### src/rtl/assert_macros.svh
// Assertion helpers. Clock i_clk and active-low reset i_rst_n are assumed in scope.
`ifndef ASSERT_MACROS_SVH
`define ASSERT_MACROS_SVH

// Condition holds on the same edge.
`define ASSERT_IMPL(lbl, ante, cons, msg) \
    lbl: assert property (@(posedge i_clk) disable iff (!i_rst_n) (ante) |-> (cons)) \
        else $error(msg);

// Condition holds on the following edge.
`define ASSERT_NEXT(lbl, ante, cons, msg) \
    lbl: assert property (@(posedge i_clk) disable iff (!i_rst_n) (ante) |=> (cons)) \
        else $error(msg);

`endif

### src/rtl/sddf_pkg.sv
package sddf_pkg;

    localparam int NUM_POS    = 5;
    localparam int NUM_DIGITS = 4;

    localparam logic [15:0] BLANK_CODE = 16'hFFFF;
    localparam logic [15:0] MINUS_CODE = 16'hFFFE;
    localparam logic [15:0] DEC_LIMIT  = 16'd10000;

    localparam logic CMD_DEC = 1'b0;
    localparam logic CMD_HEX = 1'b1;

    // Reciprocal multipliers, exact for values below DEC_LIMIT
    localparam logic [12:0] DIV10_MUL   = 13'd6554;   // >> 16
    localparam logic [12:0] DIV100_MUL  = 13'd5243;   // >> 19
    localparam logic [14:0] DIV1000_MUL = 15'd16778;  // >> 24

    typedef struct packed {
        logic        command;
        logic        is_positive;
        logic [15:0] magnitude;
    } t_in_item;

    typedef struct packed {
        logic [2:0]  digit_position;
        logic [15:0] digit_code;
        logic        last;
        logic        range_error;
    } t_out_item;

    typedef logic [NUM_DIGITS-1:0][3:0] t_digits;

    // Converted item held by the write sequencer
    typedef struct packed {
        t_digits    digits;
        logic [1:0] top;   // index of most significant shown digit
        logic       neg;
        logic       err;
    } t_conv;

endpackage

### src/rtl/sddf_conv.sv
module sddf_conv (
    input  sddf_pkg::t_in_item i_item,
    output sddf_pkg::t_conv    o_conv
);

    logic [13:0] v14;
    logic [26:0] p10;
    logic [26:0] p100;
    logic [28:0] p1000;
    logic [9:0]  q1;
    logic [6:0]  q2;
    logic [3:0]  q3;
    logic [13:0] q1x10;
    logic [9:0]  q2x10;
    logic [6:0]  q3x10;
    logic [13:0] r0;
    logic [9:0]  r1;
    logic [6:0]  r2;
    sddf_pkg::t_digits dec_digits;
    sddf_pkg::t_digits digits;

    assign v14 = i_item.magnitude[13:0];

    // Parallel constant multiplies, no chained division
    assign p10   = 27'(v14) * 27'(sddf_pkg::DIV10_MUL);
    assign p100  = 27'(v14) * 27'(sddf_pkg::DIV100_MUL);
    assign p1000 = 29'(v14) * 29'(sddf_pkg::DIV1000_MUL);

    assign q1 = p10[25:16];
    assign q2 = p100[25:19];
    assign q3 = p1000[27:24];

    // x10 as shift-add
    assign q1x10 = {1'b0, q1, 3'b000} + {3'b000, q1, 1'b0};
    assign q2x10 = {q2, 3'b000} + {2'b00, q2, 1'b0};
    assign q3x10 = {q3, 3'b000} + {2'b00, q3, 1'b0};

    assign r0 = v14 - q1x10;
    assign r1 = q1 - q2x10;
    assign r2 = q2 - q3x10;

    assign dec_digits = {q3, r2[3:0], r1[3:0], r0[3:0]};

    always_comb begin
        if (i_item.command == sddf_pkg::CMD_HEX) begin
            digits = i_item.magnitude;
        end else begin
            digits = dec_digits;
        end

        o_conv.digits = digits;
        if (digits[3] != 4'd0) begin
            o_conv.top = 2'd3;
        end else if (digits[2] != 4'd0) begin
            o_conv.top = 2'd2;
        end else if (digits[1] != 4'd0) begin
            o_conv.top = 2'd1;
        end else begin
            o_conv.top = 2'd0;
        end
        o_conv.neg = !i_item.is_positive;
        o_conv.err = (i_item.command == sddf_pkg::CMD_DEC)
                     && (i_item.magnitude >= sddf_pkg::DEC_LIMIT);
    end

endmodule

### src/rtl/signed_digit_display_formatter_core.sv
// Channel   Direction  Handshake                  Payload
// input     in         i_in_valid / o_in_stall    i_in_data  (sddf_pkg::t_in_item)
// output    out        o_out_valid / i_out_stall  o_out_data (sddf_pkg::t_out_item)
//
// Each item gives five display writes, one per cycle while the output is not
// stalled; a decimal range error gives one result instead.
// The single output register carries one write per transfer.
// A result passes from the input register (loaded on the input transfer)
// through the sequencer register to the output register. Reset is synchronous,
// active low, and empties all stages.
// Output stall holds the output register; the stages behind it fill and then
// stall the input.
`include "assert_macros.svh"

module signed_digit_display_formatter_core (
    input  logic                 i_clk,
    input  logic                 i_rst_n,
    input  logic                 i_in_valid,
    input  sddf_pkg::t_in_item   i_in_data,
    output logic                 o_in_stall,
    output logic                 o_out_valid,
    output sddf_pkg::t_out_item  o_out_data,
    input  logic                 i_out_stall
);

    localparam logic [2:0] LAST_IDX = 3'(sddf_pkg::NUM_POS - 1);

    // Input stage
    logic                r_s1_v, n_s1_v;
    sddf_pkg::t_in_item  r_s1, n_s1;

    // Write sequencer: converted item plus write index
    logic                r_sq_v, n_sq_v;
    sddf_pkg::t_conv     r_sq, n_sq;
    logic [2:0]          r_idx, n_idx;

    // Output register
    logic                r_out_v, n_out_v;
    sddf_pkg::t_out_item r_out, n_out;

    sddf_pkg::t_conv     conv;
    sddf_pkg::t_out_item res;

    logic out_take;
    logic emit;
    logic sq_last;
    logic sq_free;
    logic s1_move;
    logic in_take;

    sddf_conv u_conv (
        .i_item (r_s1),
        .o_conv (conv)
    );

    // Handshake glue
    assign out_take   = !r_out_v || !i_out_stall;
    assign emit       = r_sq_v && out_take;
    assign sq_last    = r_sq.err || (r_idx == LAST_IDX);
    assign sq_free    = !r_sq_v || (emit && sq_last);
    assign s1_move    = r_s1_v && sq_free;
    assign o_in_stall = r_s1_v && !sq_free;
    assign in_take    = i_in_valid && !o_in_stall;

    // Write k of a run (a range error gives one result at position 0 instead):
    //   k below the digit count  -> digit k at position k
    //   other k below 4          -> blank at position k+1 (skips the sign slot)
    //   k == 4                   -> sign code just above the top digit, last
    always_comb begin
        res.digit_position = r_idx;
        res.digit_code     = sddf_pkg::BLANK_CODE;
        res.last           = 1'b0;
        res.range_error    = 1'b0;
        if (r_sq.err) begin
            res.digit_position = 3'd0;
            res.digit_code     = 16'd0;
            res.last           = 1'b1;
            res.range_error    = 1'b1;
        end else if (r_idx == LAST_IDX) begin
            res.digit_position = {1'b0, r_sq.top} + 3'd1;
            res.digit_code     = r_sq.neg ? sddf_pkg::MINUS_CODE : sddf_pkg::BLANK_CODE;
            res.last           = 1'b1;
        end else if (r_idx[1:0] <= r_sq.top) begin
            res.digit_code     = {12'd0, r_sq.digits[r_idx[1:0]]};
        end else begin
            res.digit_position = r_idx + 3'd1;
        end
    end

    always_comb begin
        n_s1_v  = in_take || (r_s1_v && !sq_free);
        n_s1    = in_take ? i_in_data : r_s1;

        n_sq_v  = s1_move || (r_sq_v && !(emit && sq_last));
        n_sq    = s1_move ? conv : r_sq;
        if (s1_move || (emit && sq_last)) begin
            n_idx = 3'd0;
        end else if (emit) begin
            n_idx = r_idx + 3'd1;
        end else begin
            n_idx = r_idx;
        end

        n_out_v = emit || (r_out_v && i_out_stall);
        n_out   = emit ? res : r_out;
    end

    always_ff @(posedge i_clk) begin
        if (!i_rst_n) begin
            r_s1_v  <= 1'b0;
            r_sq_v  <= 1'b0;
            r_idx   <= 3'd0;
            r_out_v <= 1'b0;
        end else begin
            r_s1_v  <= n_s1_v;
            r_sq_v  <= n_sq_v;
            r_idx   <= n_idx;
            r_out_v <= n_out_v;
        end
    end

    // Payload, no reset
    always_ff @(posedge i_clk) begin
        r_s1  <= n_s1;
        r_sq  <= n_sq;
        r_out <= n_out;
    end

    assign o_out_valid = r_out_v;
    assign o_out_data  = r_out;

    `ASSERT_IMPL(a_err_single, r_out_v && r_out.range_error, r_out.last && (r_out.digit_position == 3'd0), "range error result malformed")
    `ASSERT_IMPL(a_idx_range, r_sq_v, r_idx <= LAST_IDX, "write index out of range")
    `ASSERT_NEXT(a_idx_hold, r_out_v && i_out_stall, $stable(r_idx), "sequencer advanced under stall")
    `ASSERT_IMPL(a_sign_code, r_out_v && r_out.last && !r_out.range_error, (r_out.digit_code == sddf_pkg::BLANK_CODE) || (r_out.digit_code == sddf_pkg::MINUS_CODE), "last write is not a sign code")

endmodule

### config.mk
export PLATFORM = sky130hd
export DESIGN_NAME = signed_digit_display_formatter_core
export DESIGN_NICKNAME = d
export VERILOG_FILES = /design/src/rtl/sddf_pkg.sv /design/src/rtl/sddf_conv.sv /design/src/rtl/signed_digit_display_formatter_core.sv
export VERILOG_INCLUDE_DIRS = /design/src /design/src/rtl
export SDC_FILE = /design/constraint.sdc
export NUM_CORES = 1
export LEC_CHECK = 0
export BUFFER_PORTS_ARGS = -buffer_cell sky130_fd_sc_hd__buf_2
export CORE_ASPECT_RATIO = 0.9
export CORE_MARGIN = 3
export CORE_UTILIZATION = 65
export DETAILED_ROUTE_END_ITERATION = 10
export GPL_TIMING_DRIVEN = 0
export PLACE_DENSITY = 0.84
export SLEW_MARGIN = 20
export SYNTH_ARGS = -nofsm -noshare
export SYNTH_HDL_FRONTEND = slang
export SYNTH_SLANG_ARGS = --single-unit
### constraint.sdc
create_clock -name i_clk -period 19.46 [get_ports i_clk]
set_input_delay 2.919 -clock i_clk [delete_from_list [all_inputs] [get_ports i_clk]]
set_output_delay 2.919 -clock i_clk [all_outputs]
set_load 0.02 [all_outputs]
# Yosys cells after proc, flatten, opt, wreduce, memory -nomap -nowiden
# Cells that the tools add are included.
[totals]
ff_bits = 65
output_inout_bits = 23
ram_bits = 0
latchBits = 0
mem_count = 0
mem_bits_ro = 0
[op_classes]
div = 0
n_bitwise = 2
n_addsub = 8
n_mux = 11
magnitude_cmp = 3
n_mul = 3
n_reduce_logical = 27
shifts = 0
eq_ne = 1
[ops]
columns = ["operator", "n"]
rows = [
  ["$mux W16", 2],
  ["$mul A14 B14 Y27 const B", 1],
  ["$mul A14 B13 Y23 const B", 1],
  ["$mul A14 B12 Y19 const B", 1],
  ["$mux W19", 1],
  ["$ge A16 B14 Y1 const B", 1],
  ["$add A4 B4 Y4", 3],
  ["$reduce_bool A4 Y1", 3],
  ["$sub A4 B4 Y4", 3],
  ["$bmux W4 S2", 1],
  ["$logic_and A1 B1 Y1", 8],
  ["$logic_not A1 Y1", 7],
  ["$logic_or A1 B1 Y1", 7],
  ["$mux W1", 5],
  ["$mux W4", 1],
  ["$reduce_or A2 Y1", 2],
  ["$add A2 B1 Y3 const B", 1],
  ["$add A3 B1 Y3 const B", 1],
  ["$eq A3 B3 Y1 const B", 1],
  ["$lt A2 B3 Y1 const B", 1],
  ["$mux W3", 1],
  ["$le A2 B2 Y1", 1],
  ["$not A1 Y1", 2],
]

# Longest topological paths before layout
[depth]
ltp_word = 10
ltp_mapped = 26
depth_no_buf = 26

# By module
# A second synthesis with hierarchy kept.
[hier_totals]
hier_cells = 1018
area_unflattened_um2 = 10053.4
[modules_own_cells]
columns = ["module", "area_each_um2", "n_inst", "cells_per_inst"]
rows = [
  ["sddf_conv", 7892.6, 1, 879],
  ["signed_digit_display_formatter_core", 2160.8, 1, 139],
]

# Least setup slack after synthesis
# OpenSTA, ideal clock, no wires.
[synth_timing]
kind = "input -> output"
start = "in i_out_stall"
end = "out o_in_stall"
setup_slack_ns = 12.354
path_buffers = 0
arrival_time_ns = 4.187
stages = 3
required_ns = 16.541
cell_sequence = "a21boi_1 -> nand2_1 -> and3_1"
[synth_via]
elab_chain_len = 7
[synth_rtl]
columns = ["element", "line", "text"]
rows = [
  ["from (decl)", "signed_digit_display_formatter_core.sv:23", "input logic i_out_stall"],
  ["$logic_not A1 Y1", "signed_digit_display_formatter_core.sv:57", "assign out_take = !r_out_v || !i_out_stall;"],
  ["$logic_or A1 B1 Y1", "signed_digit_display_formatter_core.sv:57", ""],
  ["$logic_and A1 B1 Y1", "signed_digit_display_formatter_core.sv:58", "assign emit = r_sq_v && out_take;"],
  ["$logic_and A1 B1 Y1", "signed_digit_display_formatter_core.sv:60", "assign sq_free = !r_sq_v || (emit && sq_last);"],
  ["$logic_or A1 B1 Y1", "signed_digit_display_formatter_core.sv:60", ""],
  ["$logic_not A1 Y1", "signed_digit_display_formatter_core.sv:62", "assign o_in_stall = r_s1_v && !sq_free;"],
  ["$logic_and A1 B1 Y1", "signed_digit_display_formatter_core.sv:62", ""],
  ["to (decl)", "signed_digit_display_formatter_core.sv:20", "output logic o_in_stall,"],
]
# No other way between the ends.

# Final worst setup path
[layout_timing]
start = "reg r_s1[6] (netlist bit)"
end = "reg r_sq[2] (netlist bit), data pin"
[layout_via]
elab_chain_len = 7
word_cells_on_any_way = 13
[layout_rtl]
columns = ["element", "line", "text"]
rows = [
  ["from (decl)", "signed_digit_display_formatter_core.sv:30", "sddf_pkg::t_in_item r_s1, n_s1;"],
  ["from (signal assigned)", "signed_digit_display_formatter_core.sv:124", "r_s1 <= n_s1;"],
  ["$mul A14 B13 Y23", "sddf_conv.sv:26", "assign p100 = 27'(v14) * 27'(sddf_pkg::DIV100_MUL);"],
  ["$add A4 B4 Y4", "sddf_conv.sv:35", "assign q2x10 = {q2, 3'b000} + {2'b00, q2, 1'b0};"],
  ["$sub A4 B4 Y4", "sddf_conv.sv:39", "assign r1 = q1 - q2x10;"],
  ["$mux W16 (*)", "sddf_conv.sv:45", "if (i_item.command == sddf_pkg::CMD_HEX) begin"],
  ["$reduce_bool A4 Y1", "sddf_conv.sv:56", "end else if (digits[1] != 4'd0) begin"],
  ["$mux W1", "sddf_conv.sv:56", ""],
  ["$mux W1", "sddf_conv.sv:54", "end else if (digits[2] != 4'd0) begin"],
  ["to (signal assigned)", "signed_digit_display_formatter_core.sv:125", "r_sq <= n_sq;"],
  ["to (decl)", "signed_digit_display_formatter_core.sv:34", "sddf_pkg::t_conv r_sq, n_sq;"],
]
# Mark *: on every way between the ends. The rest lies on a longest branch, timed or not.
# A chain may end at the register's enable or synchronous reset.

==> flow_metrics.tcl <==
set metrics [dict create \
    netlist_area_before_placement_um2 9900 \
    place_worst_setup_slack_ps 11780 \
    synth_area_per_cell_um2 9.97 \
    ctsHtreeMaxLevel 2 \
    sequential_fraction_of_the_synthesis_area_pct 15.8 \
    leakagePower_nw 5.71 \
    placement.io_buffers 44 \
    totalWireLength_um 22500 \
    run_status "finished, final reports clean" \
    root_buffer "clkbuf_16" \
    fp.dieArea_um2 16800 \
    timing_worst_slew_pin_value_ps 925 \
    post_route_antenna_net_violation_count 0 \
    gpl_wtd_cong 0.952 \
    worst-path-max-fanout 12 \
    dp.cells 1237 \
    dp.final_hpwl_um 18700 \
    layout-area-overhead-vs-synth_pct 7.00 \
    clk_path_buf_depth 2 \
    final.min_clock_period_ps 7450 \
    setup_total_negative_slack_ps 0 \
    post_cts_resized 0 \
    die_x_um 136 \
    postPlaceCellArea_um2 10400 \
    criticalPathCategory "flop to flop" \
    multi_input_comb_area_um2 7130 \
    max_freq_mhz 134 \
    timing.hold.worst.class "flop to flop" \
    synth_xor_area_share_pct 3.30 \
    wire_per_inst_um 18.1 \
    ys_async_sr_fraction_pct 0 \
    slew_headroom_pct 38.3 \
    max-vdd-ir-drop_uv 99.4 \
    seq_area_um2 1560 \
    synth-edff-count 48 \
    clock-sinks 54 \
    fin_total_pwr_mw 1.56 \
    postSynthCellCount 993 \
    layout.cells.most_common "inv_1" \
    worstSetupEndpointType "flop" \
    drv.max_cap_violation_count 0 \
    antenna_found_initial 0 \
    avgViaCountPerCell 5.65 \
    top_level_ports 45 \
    grt_remaining_overflow 0 \
    final_min_period_over_clock_period_pct 38.3 \
    core_um2 14800 \
    grt_util_all_layers_pct 28.8 \
    layout_cell_share_with_drive_strength_beyond_1_pct 8.12 \
    drtIter0Drc 504 \
    grt_setup_unrepaired "false" \
    slew_violations 0 \
    synth_seq_cells 54 \
    layout.core_utilization_pct 71.5 \
    clk-insertion-delay-late_ps 290 \
    worstSetupStartpointType "flop" \
    grt_pass1_wl_um 37100 \
    largest_net_degree_at_the_start_of_global_routing 17 \
    post_synthesis_adder_cell_area_fraction_pct 53.2 \
    syn-num-nets 1360 \
    layout.cell_area.non_filler_um2 10600 \
    cts-hold-fix-buffers 0 \
    required_ps 19480 \
    vias 7032 \
    final_nets 1413 \
    num-fill-cells 1023 \
    start_util_pct 66.8 \
    post-cts-setup-buffer-count 0 \
    fp-row-count 42 \
    num_antenna_cells 0 \
    final_critical_path_setup_slack_ps 12010 \
    layout.cells.most_common_list "292 x inv_1, 218 x ha_1, 127 x fa_1, 48 x edfxtp_1, 44 x buf_2" \
    tritoncts "done" \
    finalSetupViolCount 0 \
    synth.area.mux_share_pct 1.69 \
    synth_top_family_by_area "adder cells" \
    fin_worst_skew_ps 5.09 \
    clkTransAtPathRegs_ps 70 \
    timing.critical_path.arrival_ps 7470 \
    drcViolationCount 0 \
    layoutNonFillerInstCount 1245 \
    synth.distinct_cells 62 \
    grt_pass1_vias 7473 \
    ys.flop_type "edfxtp_1" \
    synth_simple_gate_area_share_pct 6.29 \
    chipHeight_um 123 \
    drt_pass1_iterations 5 \
    ys_warn_count 0 \
    powerDensity_nw_per_um2 147 \
    tritoncts.num_buffers 5 \
    hold_viol_final 0 \
    fin_worst_hold_slack_ps 494 \
    synth_compound_gate_area_share_pct 7.38 \
]
-- routing by layer --
| metal | up-vias | global-route usage [%] | share of wire [%] |
|---|---|---|---|
| met2 | 286 | 49.5 | 47 |
| met3 | 85 | 5.53 | 9.1 |
| met5 | - | 0 | 0 |
| li1 | 3288 | - | - |
| met1 | 3373 | 36.6 | 39 |
| met4 | 0 | 10.8 | 4.2 |
-- final cells by class --
class	count	share of cell area, %
clock buffers	5	1.18
clock inverters	3	0.602
flip-flops and latches	54	14.7
plain buffers	16	1.19
inverters	292	10.3
well taps	198	2.34
repair buffers	46	2.33
multi-input cells	631	67.3
-- final timing paths --
path | start | endpoint | slack (ps) | cells after the start
setup / recovery | r_s1[6] | r_sq[2] | 12010 | 25
hold / removal | r_sq[0] | o_out_data[0] | 490 | 0
setup reg to reg | r_s1[6] | r_sq[2] | 12010 | 25
hold reg to reg | r_sq[0] | o_out_data[0] | 490 | 0
-- kinds of logic (layout without fill, tap and decap cells) --
family	after synthesis	in the layout
multiplexers	11	11
flip-flops	54	54
AO/OA/AOI/OAI	115	115
AND/OR/NAND/NOR	126	126
adder cells (fa/ha/maj)	345	345
buffers and inverters	308	362
XOR/XNOR	34	34
-- report_power, final --
part,internal (mW),leakage (nW),switching [mW]
Combinational,0.560,5.11,0.710
Sequential,0.163,0.502,0.0161
Clock,0.0733,0.0915,0.0385
-- registers in the layout, summed over array words and instances (netlist names) --
name,count
o_out_data,10
r_sq_v,1
r_s1,18
r_sq,20
r_s1_v,1
o_out_valid,1
r_idx,3
-- worst max-delay path, stage by stage, from the launching register on --
cell      delay (ps)
edfxtp_1         890
inv_1            300
ha_1             530
inv_1            110
fa_1             550
inv_1             60
fa_1             540
inv_1             60
fa_1             450
fa_1             510
inv_1             40
ha_1             330
a21oi_1          140
nand2_1          110
a211oi_1         280
o31ai_1          150
a21oi_1          260
xnor2_1          220
ha_1             270
xor2_1           190
xnor2_1          160
xnor2_1          150
xnor3_1          280
mux2_4           330
a211oi_2         190
o21ai_1           90
-- Yosys cell counts, types with 2 or more instances --
master / instances / area (µm²)
o211ai_1: 3 / 22.5
or3_1: 3 / 18.8
nand2_1: 37 / 139
edfxtp_1: 48 / 1440
buf_4: 11 / 82.6
dfxtp_1: 6 / 120
and2_1: 4 / 25.0
a21o_1: 10 / 75.1
mux2_2: 2 / 22.5
o2111ai_1: 3 / 26.3
ha_1: 218 / 2730
fa_1: 127 / 2540
nor2_1: 27 / 101
nor2b_1: 10 / 62.6
mux2i_1: 4 / 40.0
o21ai_1: 3 / 15.0
nand2b_1: 3 / 18.8
buf_6: 2 / 22.5
a31oi_1: 3 / 18.8
xnor2_1: 20 / 175
clkbuf_1: 2 / 7.51
mux4_2: 4 / 90.1
xor2_1: 12 / 105
a41oi_1: 2 / 17.5
nand3_1: 14 / 70.1
o21a_1: 2 / 15.0
o31ai_1: 3 / 22.5
a21oi_1: 39 / 195
a211oi_1: 5 / 37.5
inv_1: 292 / 1100
nand4b_1: 3 / 26.3
o21ai_0: 23 / 115
nand4_1: 7 / 43.8
or2_2: 2 / 12.5
a21boi_0: 2 / 15.0
nor3_1: 5 / 25.0
o21bai_1: 4 / 30.0
nand3b_1: 2 / 15.0
and3_1: 3 / 18.8
No activity file was read; power rests on OpenSTA's default activity.
